==> src/oll_pkg.sv <==
// ----------------------------------------------------------------------------
// oll_pkg
// Shared types and constants for the ordered list block.
// ----------------------------------------------------------------------------
package oll_pkg;

    localparam int CAPACITY_DEF    = 256;
    localparam int VALUE_WIDTH_DEF = 32;
    localparam int CMD_W           = 3;
    localparam int STATUS_W        = 2;
    localparam int COUNT_W         = 9;
    localparam int FIELD_W         = 32;

    typedef enum logic [CMD_W-1:0] {
        CMD_INS_HEAD = 3'd0,
        CMD_INS_MID  = 3'd1,
        CMD_INS_TAIL = 3'd2,
        CMD_DEL_HEAD = 3'd3,
        CMD_DEL_TAIL = 3'd4,
        CMD_DEL_VAL  = 3'd5
    } cmd_t;

    typedef enum logic [STATUS_W-1:0] {
        ST_OK        = 2'd0,
        ST_FULL      = 2'd1,
        ST_EMPTY     = 2'd2,
        ST_NOT_FOUND = 2'd3
    } status_t;

    // Datapath operations issued by the controller.
    typedef enum logic [3:0] {
        OP_NONE,
        OP_LOAD,      // capture request, start head read
        OP_WALK,      // step cursor to next link
        OP_CMP,       // compare cursor value
        OP_ALLOC,     // pop free slot into new slot register
        OP_LINK_HEAD,
        OP_LINK_TAIL,
        OP_LINK_MID,
        OP_UNLINK,
        OP_FIX,       // second link write for middle insert
        OP_HT_READ,   // read head and tail values
        OP_HT_CAP
    } op_t;

    typedef struct packed {
        op_t  op;
        logic sel_tail;   // unlink target is tail, else cursor
        logic sel_head;   // unlink target is head
    } ctl_t;

    typedef struct packed {
        logic empty;
        logic full;
        logic steps_done;
        logic match;
        logic last;       // cursor reached the tail
    } sts_t;

endpackage

==> src/oll_ctrl.sv <==
// ----------------------------------------------------------------------------
// oll_ctrl
// Sequencer for list requests and the result register.
// ----------------------------------------------------------------------------
module oll_ctrl (
    input  logic                        aclk,
    input  logic                        aresetn,
    input  logic                        s_tvalid,
    output logic                        s_tready,
    input  logic [oll_pkg::CMD_W-1:0]   s_cmd,
    output logic                        m_tvalid,
    input  logic                        m_tready,
    output logic [oll_pkg::STATUS_W-1:0] status,
    input  oll_pkg::sts_t               sts,
    output oll_pkg::ctl_t               ctl
);
    typedef enum logic [11:0] {
        S_IDLE  = 12'b000000000001,
        S_DISP  = 12'b000000000010,
        S_WALK  = 12'b000000000100,
        S_WRD   = 12'b000000001000,
        S_ALLOC = 12'b000000010000,
        S_LINK  = 12'b000000100000,
        S_FIX   = 12'b000001000000,
        S_SRD   = 12'b000010000000,
        S_SCMP  = 12'b000100000000,
        S_UNL   = 12'b001000000000,
        S_HT    = 12'b010000000000,
        S_OUT   = 12'b100000000000
    } state_t;

    state_t state_reg, state_next;
    logic [oll_pkg::CMD_W-1:0] cmd_reg, cmd_next;
    logic [oll_pkg::STATUS_W-1:0] st_reg, st_next;
    logic mid_fix_reg, mid_fix_next;
    logic ins;

    assign ins = (cmd_reg == oll_pkg::CMD_INS_HEAD) || (cmd_reg == oll_pkg::CMD_INS_MID)
              || (cmd_reg == oll_pkg::CMD_INS_TAIL);
    assign s_tready = (state_reg == S_IDLE);
    assign m_tvalid = (state_reg == S_OUT);
    assign status   = st_reg;

    always_comb begin
        state_next   = state_reg;
        cmd_next     = cmd_reg;
        st_next      = st_reg;
        mid_fix_next = mid_fix_reg;
        ctl          = '{op: oll_pkg::OP_NONE, sel_tail: 1'b0, sel_head: 1'b0};
        unique case (state_reg)
            S_IDLE: begin
                if (s_tvalid) begin
                    cmd_next   = s_cmd;
                    st_next    = oll_pkg::ST_OK;
                    ctl.op     = oll_pkg::OP_LOAD;
                    ctl.sel_head = 1'b1;
                    state_next = S_DISP;
                end
            end
            S_DISP: begin
                ctl.sel_head = 1'b1;
                if (ins) begin
                    if (sts.full) begin
                        st_next = oll_pkg::ST_FULL;
                        state_next = S_HT;
                    end else begin
                        state_next = (cmd_reg == oll_pkg::CMD_INS_MID && !sts.empty)
                                   ? S_WRD : S_ALLOC;
                    end
                end else if (cmd_reg == oll_pkg::CMD_DEL_HEAD
                          || cmd_reg == oll_pkg::CMD_DEL_TAIL
                          || cmd_reg == oll_pkg::CMD_DEL_VAL) begin
                    if (sts.empty) begin
                        st_next = oll_pkg::ST_EMPTY;
                        state_next = S_HT;
                    end else if (cmd_reg == oll_pkg::CMD_DEL_VAL) begin
                        state_next = S_SRD;
                    end else begin
                        state_next = S_SRD;
                    end
                end else begin
                    state_next = S_HT;
                end
            end
            S_WRD: state_next = sts.steps_done ? S_ALLOC : S_WALK;
            S_WALK: begin
                ctl.op = oll_pkg::OP_WALK;
                state_next = S_WRD;
            end
            S_ALLOC: begin
                ctl.op = oll_pkg::OP_ALLOC;
                state_next = S_LINK;
            end
            S_LINK: begin
                mid_fix_next = 1'b0;
                if (cmd_reg == oll_pkg::CMD_INS_HEAD || sts.empty) begin
                    ctl.op = oll_pkg::OP_LINK_HEAD;
                end else if (cmd_reg == oll_pkg::CMD_INS_TAIL) begin
                    ctl.op = oll_pkg::OP_LINK_TAIL;
                end else begin
                    ctl.op = oll_pkg::OP_LINK_MID;
                    mid_fix_next = !sts.last;
                end
                state_next = S_FIX;
            end
            S_FIX: begin
                if (mid_fix_reg) ctl.op = oll_pkg::OP_FIX;
                state_next = S_HT;
            end
            S_SRD: begin
                ctl.sel_head = (cmd_reg == oll_pkg::CMD_DEL_HEAD);
                ctl.sel_tail = (cmd_reg == oll_pkg::CMD_DEL_TAIL);
                state_next = (cmd_reg == oll_pkg::CMD_DEL_VAL) ? S_SCMP : S_UNL;
            end
            S_SCMP: begin
                if (sts.match) begin
                    state_next = S_UNL;
                end else if (sts.last) begin
                    st_next = oll_pkg::ST_NOT_FOUND;
                    state_next = S_HT;
                end else begin
                    ctl.op = oll_pkg::OP_WALK;
                    state_next = S_SRD;
                end
            end
            S_UNL: begin
                ctl.sel_head = (cmd_reg == oll_pkg::CMD_DEL_HEAD);
                ctl.sel_tail = (cmd_reg == oll_pkg::CMD_DEL_TAIL);
                ctl.op = oll_pkg::OP_UNLINK;
                state_next = S_HT;
            end
            S_HT: begin
                ctl.op = oll_pkg::OP_HT_READ;
                state_next = S_OUT;
            end
            S_OUT: begin
                if (m_tready) state_next = S_IDLE;
            end
            default: state_next = S_IDLE;
        endcase
    end

    always_ff @(posedge aclk) begin
        if (!aresetn) begin
            state_reg   <= S_IDLE;
            cmd_reg     <= '0;
            st_reg      <= '0;
            mid_fix_reg <= 1'b0;
        end else begin
            state_reg   <= state_next;
            cmd_reg     <= cmd_next;
            st_reg      <= st_next;
            mid_fix_reg <= mid_fix_next;
        end
    end
endmodule

==> config.mk <==
export PLATFORM = sky130hd
export DESIGN_NAME = oll_ctrl
export DESIGN_NICKNAME = d
export VERILOG_FILES = /design/src/oll_pkg.sv /design/src/oll_ctrl.sv
export SDC_FILE = /design/constraint.sdc
export NUM_CORES = 1
export LEC_CHECK = 0
export BUFFER_PORTS_ARGS = -buffer_cell sky130_fd_sc_hd__buf_2
export CAP_MARGIN = 10
export CELL_PAD_IN_SITES_DETAIL_PLACEMENT = 1
export CELL_PAD_IN_SITES_GLOBAL_PLACEMENT = 1
export CORE_MARGIN = 5
export CORE_UTILIZATION = 44
export CTS_BUF_LIST = sky130_fd_sc_hd__clkbuf_4
export DETAILED_ROUTE_END_ITERATION = 10
export HOLD_SLACK_MARGIN = 0.08
export MAX_ROUTING_LAYER = met4
export PLACE_DENSITY_LB_ADDON = 0.05
export SYNTH_ARGS = -nofsm -noshare
export SYNTH_HDL_FRONTEND = slang
export SYNTH_SLANG_ARGS = --single-unit
==> constraint.sdc <==
create_clock -name aclk -period 2.85 [get_ports aclk]
set_clock_uncertainty 0.1 [all_clocks]
set_input_delay 0.285 -clock aclk [delete_from_list [all_inputs] [get_ports aclk]]
set_output_delay 0.285 -clock aclk [all_outputs]
set_load 0.05 [all_outputs]
# After elaboration in Yosys (flattened, before gate mapping)
# Index checks and enable logic that the tools add are counted.
# Widths: inputs -> output; s select.
[word_totals]
wordCells = 75
regBits = 18
[op_classes]
reduce_logical = 15
muxes = 32
n_eq_ne = 24
[ops]
columns = ["cell", "n"]
rows = [
  ["$pmux 12 s11", 1],
  ["$mux 12", 5],
  ["$mux 11", 3],
  ["$pmux 4 s8", 1],
  ["$mux 2", 10],
  ["$eq 12x1->1 const B", 1],
  ["$eq 12x10->1 const B", 1],
  ["$eq 12x11->1 const B", 1],
  ["$eq 12x12->1 const B", 1],
  ["$eq 12x2->1 const B", 1],
  ["$eq 12x3->1 const B", 1],
  ["$eq 12x4->1 const B", 1],
  ["$eq 12x5->1 const B", 1],
  ["$eq 12x6->1 const B", 1],
  ["$eq 12x7->1 const B", 1],
  ["$eq 12x8->1 const B", 1],
  ["$eq 12x9->1 const B", 1],
  ["$mux 10", 1],
  ["$mux 5", 2],
  ["$ne 3x3->1 const B", 3],
  ["$reduce_and 7->1", 1],
  ["$eq 3x2->1 const B", 2],
  ["$eq 3x3->1 const B", 2],
  ["$mux 1", 6],
  ["13 further kinds", 22],
]

# Depth between registers and ports, before layout
# Gate-level depths: netlist of the first run.
[depth]
ltp_word = 6
depth_mapped = 6

# Worst setup path after synthesis of the first run
# OpenSTA, ideal clock, no wires.
[synth_timing]
path_kind = "register to output"
from = "register state_reg[8]"
to = "output port ctl[3] (netlist bit)"
arrival_time_ps = 2926
stages_incl_launch_ff = 5
required_ps = 2465
path_buffers = 0
setup_slack_ps = -461
path_cell_list = "dfxtp_1 -> nor4_4 -> and3_4 -> nand3b_4 -> o311ai_0"
[synth_lines]
columns = ["item", "line_no", "source"]
rows = [
  ["start: declaration", "oll_ctrl.sv:32", "state_t state_reg, state_next;"],
  ["start signal: assignment", "oll_ctrl.sv:150", "state_reg <= state_next;"],
  ["end: declaration", "oll_ctrl.sv:15", "output oll_pkg::ctl_t ctl"],
]

==> key figures, run 1 <==
Outcome
  – Status: completed

Logic synthesis
  – Average size of a mapped cell: 7.62 um2
  – Register area share after synthesis: approximately 31%
  – Warning count from the yosys run: 0
  – Main combinational cell family by area after synthesis: simple AND/OR/NAND/NOR gates
  – Simple-Gate Fraction of Synth Area: 44.9%
  – Post-synthesis adder-cell area fraction: 0%
  – Yosys cell types: 40
  – Asr flop ratio synth: 0%
  – Top cells by count, synth: dfxtp_1, nor2_1, a21oi_1, nand2_1, nor3_1
  – Largest area contributor in the netlist: dfxtp_1
  – Post-Syn Instances: approximately 150
  – Post-synthesis xor/xnor area fraction: under 10%
  – Mux contribution to synthesized area: less than 1%
  – Top cells by area, synth: dfxtp_1, a21oi_1, nor2_1
  – Mapped Area: about 1200 um2
  – Post-synth top area share: 31.3%
  – Top FF cell, synth: dfxtp_1
  – Number of synthesized flops with an enable pin: 0
  – Flops & latches, synth: 18
  – Synth Area in Compound Gates: 17.7%
  – Syn_nets: 163

Clock tree
  – Clk_lat worst skew: roughly 0.29 ns
  – Cts hold-fix bufs: 1
  – Post-CTS setup buffer count: 0
  – H-tree depth: 1
  – Clk sinks: 18
  – CTS tree: built
  – Clk buf depth: 2
  – TritonCTS buffer count: 3
  – Clock slew at reported path FFs: around 0.10 ns
  – Number of gates resized after cts: 0
  – Clk Tree Root Cell: clkbuf_4

Global route
  – Pin count of the biggest net entering global routing: 12
  – Vias in the first global route: ~1.3k
  – GR Overflow Total: 0
  – Antenna violations before repair: 0
  – Global Route Usage Sum: between 20% and 30%
  – First-pass GRT wire length: between 5000 and 6000 um

Drt
  – Vias: between 1k and 1.5k
  – Post-DRT Antenna Nets: 0
  – Avg WL per Cell: 16.4 um
  – DR iter-0 viols: 44
  – DRT Pass-1 Iters: 4
  – Post-DR vias/cell: between 5 and 6
  – Total wire length: ~3300 um
  – Residual DRC: 0

Floorplan
  – IO Count: 22
  – Core area: around 2500 um2
  – Starting Density: between 40% and 50%
  – Die Wd: about 60 um
  – Row count: 18
  – Die area: 3740 um2
  – Chip Height: about 61 um

Critical path
  – Setup Crit Path Kind: register to output pin
  – CP Launch Type: register
  – Flop2flop setup slack: around 0.76 ns
  – Reg2Reg Depth: 5
  – Worst R2R End: state_reg[0]
  – Worst setup path endpoint: ctl[1]
  – Crit. Startpoint: state_reg[0]
  – Crit-path max FO: 6
  – Data required time of the worst path: ~2.5 ns
  – CP endpoint kind: output pin
  – Arr. time, crit path: 2.31 ns
  – Reg2reg start: state_reg[8]

Finish
  – # nets final: between 150 and 200
  – Filler cells: roughly 340
  – Max FFs per register: 12
  – Diode count: 0
  – Area Growth Syn to Fin: 14.1%
  – Ratio of cells with drive above 1 in the final layout: slightly below 20%

STA
  – Highest Clock Rate: roughly 0.37 GHz
  – Rel. slew slack: 61.2%
  – RSZ-0062 raised after global routing: false
  – Tcrit/Tclk final: a little over nine tenths
  – Setup Viol. Count Final: 0
  – Crit path time final: 2.69 ns
  – Worst hold slack: approximately 0.13 ns
  – Pins over their slew limit: 0
  – Sum Neg Setup Slack: 0 ns
  – Fin. Hold Viols: 0
  – Worst slew pin tran: around 0.57 ns

Pwr
  – P_sw: ~0.5 mW
  – PD cells: between 700 and 800 nW/um2
  – Seq pwr share: 34.0%
  – Internal Dissipation: ~0.5 mW
  – Sw Share: about half
  – Combinational fraction of design power: between 50% and 60%
  – Leak Pwr: 0.544 nW
  – VDD IR max: 0.542 mV
  – Clock share of power: 12.8%

Worst hold path
  – Hold crit path type: input pin to register

Flow run
  – MaxCap Viol Count: 0

Placed design
  – RD Place Congestion: slightly below 0.9
  – HPWL Detailed: approximately 2700 um
  – IO buf count: 21
[logic make-up (layout without fill, tap and decap cells)]
family | after synthesis | after routing
AND/OR/NAND/NOR | 86 | 86
AO/OA/AOI/OAI | 33 | 33
flip-flops | 18 | 18
buffers and inverters | 11 | 33
XOR/XNOR | 2 | 2
multiplexers | 1 | 1
[how the worst min path moves through the flow]
stage                   start      endpoint  slack (ns)  cells after the start
finish               s_cmd[0]    cmd_reg[0]        0.13                      3
global route         s_cmd[0]    cmd_reg[0]        0.12                      3
CTS                  s_cmd[0]    cmd_reg[0]        0.12                      3
detailed placement  status[0]     status[0]        0.34                      2
global placement    status[0]     status[0]        0.33                      2
floorplan              sts[2]  state_reg[2]        0.26                      1
[through the flow]
step | worst slack, ns | cell area, um2 | instances | util [%] | total power [mW]
3_3_place_gp | 0.575 | 1280 | 198 | 51.1 | 0.874
4_1_cts | 0.137 | 1310 | 203 | 52.6 | 1.02
3_5_place_dp | 0.489 | 1280 | 198 | 51.1 | 0.883
5_1_grt | 0.0108 | 1310 | 203 | 52.6 | 1.10
2_1_floorplan | 0.0705 | 1150 | 151 | - | 0.761
6_report | 0.160 | 1310 | 203 | 52.6 | 1.01
[worst max-delay path: stages (launching register included)]
cell,delay [ns]
dfxtp_1,0.37
nor4_4,0.43
nand2_1,0.13
or4_1,0.57
nor3_1,0.22
buf_2,0.30
[final cells by class]
class | count | area [um2] | share of cell area [%]
repair buffers | 22 | 115 | 8.76
clock buffers | 3 | 22.5 | 1.71
inverters | 7 | 26.3 | 2.00
well taps | 30 | 37.5 | 2.86
flip-flops and latches | 18 | 360 | 27.4
clock inverters | 1 | 3.75 | 0.286
multi-input cells | 122 | 748 | 57.0
[cell usage in the layout, fill, tap and decap left out, drive strengths merged, types with 2 or more instances in the layout]
cell type / netlist / layout
nand4: 4 / 4
o41ai: 2 / 2
nand2: 15 / 15
nand3: 6 / 6
inv: 7 / 7
nor2: 18 / 18
nor4: 7 / 7
nand3b: 2 / 2
a21oi: 15 / 15
o211ai: 2 / 2
or3: 3 / 3
nor4bb: 2 / 2
dfxtp: 18 / 18
clkbuf: 3 / 3
nand2b: 6 / 6
buf: 1 / 21
or4: 2 / 2
or2: 4 / 4
o21ai: 5 / 5
and3: 2 / 2
nor3: 8 / 8
nor2b: 4 / 4
[power groups by stage]
| stage | clock, mW | sequential (mW) | combinational (mW) |
|---|---|---|---|
| after detailed placement | 0 | 0.351 | 0.533 |
| after CTS | 0.137 | 0.345 | 0.538 |
| final | 0.130 | 0.345 | 0.538 |
| after global routing | 0.149 | 0.354 | 0.592 |
| after global placement | 0 | 0.347 | 0.526 |
| after floorplan | 0 | 0.376 | 0.385 |
[per-layer routing]
metal | GRT usage [%] | up-vias | routed length [um]
met5 | - | - | 0
met4 | 9.91 | 0 | 69
met3 | 2.73 | 10 | 98
met2 | 34.6 | 27 | 1610
met1 | 27.1 | 566 | 1560
li1 | - | 600 | -
No activity file was read; power rests on OpenSTA's default activity.
==> inputs of run 2 (changes only) <==
--- a/config.mk
+++ b/config.mk
@@ -10,7 +10,7 @@
 export CELL_PAD_IN_SITES_DETAIL_PLACEMENT = 1
 export CELL_PAD_IN_SITES_GLOBAL_PLACEMENT = 1
 export CORE_MARGIN = 5
-export CORE_UTILIZATION = 44
+export CORE_UTILIZATION = 41
 export CTS_BUF_LIST = sky130_fd_sc_hd__clkbuf_4
 export DETAILED_ROUTE_END_ITERATION = 10
 export HOLD_SLACK_MARGIN = 0.08
==> constraint.sdc (replaced) <==
create_clock -name aclk -period 2.7 [get_ports aclk]
set_clock_uncertainty 0.1 [all_clocks]
set_input_delay 0.27 -clock aclk [delete_from_list [all_inputs] [get_ports aclk]]
set_output_delay 0.27 -clock aclk [all_outputs]
set_load 0.05 [all_outputs]
==> key figures, run 2 (same netlist as run 1, synthesis figures left out) <==
Global route
  – GR Overflow Total: 0
  – Antenna violations before repair: 0
  – Pin count of the biggest net entering global routing: 12
  – First-pass GRT wire length: about 5600 um
  – Global Route Usage Sum: around 18%
  – Vias in the first global route: approximately 1.2k

Clock tree
  – Clk buf depth: 2
  – Clk_lat worst skew: about 0.29 ns
  – Clk sinks: 18
  – TritonCTS buffer count: 3
  – Clk Tree Root Cell: clkbuf_4
  – H-tree depth: 1
  – CTS tree: built
  – Clock slew at reported path FFs: approximately 0.10 ns

Pwr
  – PD cells: 789 nW/um2
  – Leak Pwr: approximately 0.57 nW
  – VDD IR max: 0.546 mV

Finish
  – Final Util: between 40% and 50%
  – Area of the multi-input gates: about 760 um2
  – # nets final: 191
  – Filler cells: between 300 and 400
  – Leading cell type in the layout, fill and taps excluded: buf_2
  – Non-Filler Instances: 209
  – Ratio of cells with drive above 1 in the final layout: about 23%
  – Diode count: 0
  – Most frequent cells in the layout: buf_2, nor2_1, dfxtp_1
  – Max FFs per register: 12
  – Area Growth Syn to Fin: 18.7%
  – Reg area: between 300 and 400 um2

Drt
  – Avg WL per Cell: 16.2 um
  – Total wire length: roughly 3400 um
  – DR iter-0 viols: 66
  – DRT Pass-1 Iters: 4
  – Vias: 1205
  – Post-DR vias/cell: between 5 and 6
  – Post-DRT Antenna Nets: 0
  – Residual DRC: 0

Critical path
  – CP cell instances: nor4_4 > nand4_1 > or3_1 > o311ai_1 > buf_2
  – Arr. time, crit path: between 2 and 2.5 ns
  – Buffer and inverter count on the worst path: 1
  – Critical path's top delay family: simple AND/OR/NAND/NOR gates
  – Setup Crit Path Kind: register to output pin
  – CP Launch Type: register
  – Crit-path max FO: 6
  – CP endpoint kind: output pin
  – Slowest stage cell, crit path: nor4_4
  – Worst stage delay on the critical path: about 0.45 ns
  – Data required time of the worst path: 2.33 ns

Outcome
  – Status: completed

STA
  – Highest Clock Rate: slightly below 0.4 GHz
  – Crit path time final: around 2.6 ns
  – Setup Viol. Count Final: 0
  – Rel. slew slack: ~56%
  – Fin. Hold Viols: 0
  – Setup ws final: between 0.09 and 0.1 ns
  – Worst slew pin tran: 0.644 ns
  – Pins over their slew limit: 0
  – Tcrit/Tclk final: a little over nine tenths
  – Sum Neg Setup Slack: 0 ns

Placed design
  – HPWL Detailed: approximately 2700 um
  – Dpl ws: about 0.4 ns
  – IO buf count: 21
  – Placed Cells: ~200
  – RD Place Congestion: 0.901

Floorplan
  – Row count: 19
  – Starting Density: between 40 and 50%
  – IO Count: 22
  – Die Wd: ~63 um
  – Core area: 2730 um2
  – Die area: 3970 um2
  – Chip Height: around 63 um

Worst hold path
  – Hold crit path type: input pin to register

Flow run
  – MaxCap Viol Count: 0
-- run 2: cell count changes in the layout (fill, tap and decap cells not counted), sizes merged --
cell / previous run / this run
buf: 21 / 26
-- run 2: path summary, 6_finish.rpt --
path                                    from            to  slack [ns]  cells after the start
worst max-delay path            state_reg[3]        ctl[3]         0.1                      5
worst min-delay path                s_cmd[1]    cmd_reg[1]        0.12                      3
worst max register to register  state_reg[8]  state_reg[0]        0.67                      5
worst min register to register     status[1]     status[1]        0.35                      2
-- run 2: where the power goes --
group          switching, mW  total [mW]  leakage, nW  internal [mW]
Combinational          0.386       0.575        0.407          0.189
Clock                 0.0825       0.136       0.0154         0.0536
Sequential            0.0610       0.367        0.146          0.306
Total                  0.530        1.08        0.568          0.548
-- run 2: stage by stage --
step / total power [mW] / hold WS [ns] / area (um2)
3_5_place_dp: 0.948 / 0.340 / 1300
4_1_cts: 1.09 / 0.112 / 1340
3_3_place_gp: 0.933 / 0.329 / 1300
5_1_grt: 1.16 / 0.103 / 1370
6_report: 1.08 / 0.120 / 1370
2_1_floorplan: 0.804 / 0.246 / 1160
-- run 2: routing by layer --
metal  track usage, %  routed length [um]  vias up
met4             4.24                  23        0
met3             1.80                  79        2
met5                -                   0        -
met2             29.2                1640       20
met1             22.9                1650      576
li1                 -                   -      607
-- run 2: tightest hold or removal path: stages --
cell and delay [ns]:
buf_2 0.09, nand3_1 0.05, a21oi_1 0.05
-- run 2: cell type report --
class / count / area share, %
Sequential cell: 18 / 26.4
Inverter: 7 / 1.92
Tap cell: 31 / 2.84
Timing Repair Buffer: 27 / 11.5
Clock buffer: 3 / 1.65
Clock inverter: 1 / 0.275
Multi-Input combinational cell: 122 / 55.4
-- run 2: repair_timing --
item,4_1_cts,5_1_grt
endpoints found under the hold margin,1,0
resized for setup,0,5
buffers inserted,0,3
hold buffers,1,0
setup endpoints to repair,0,3
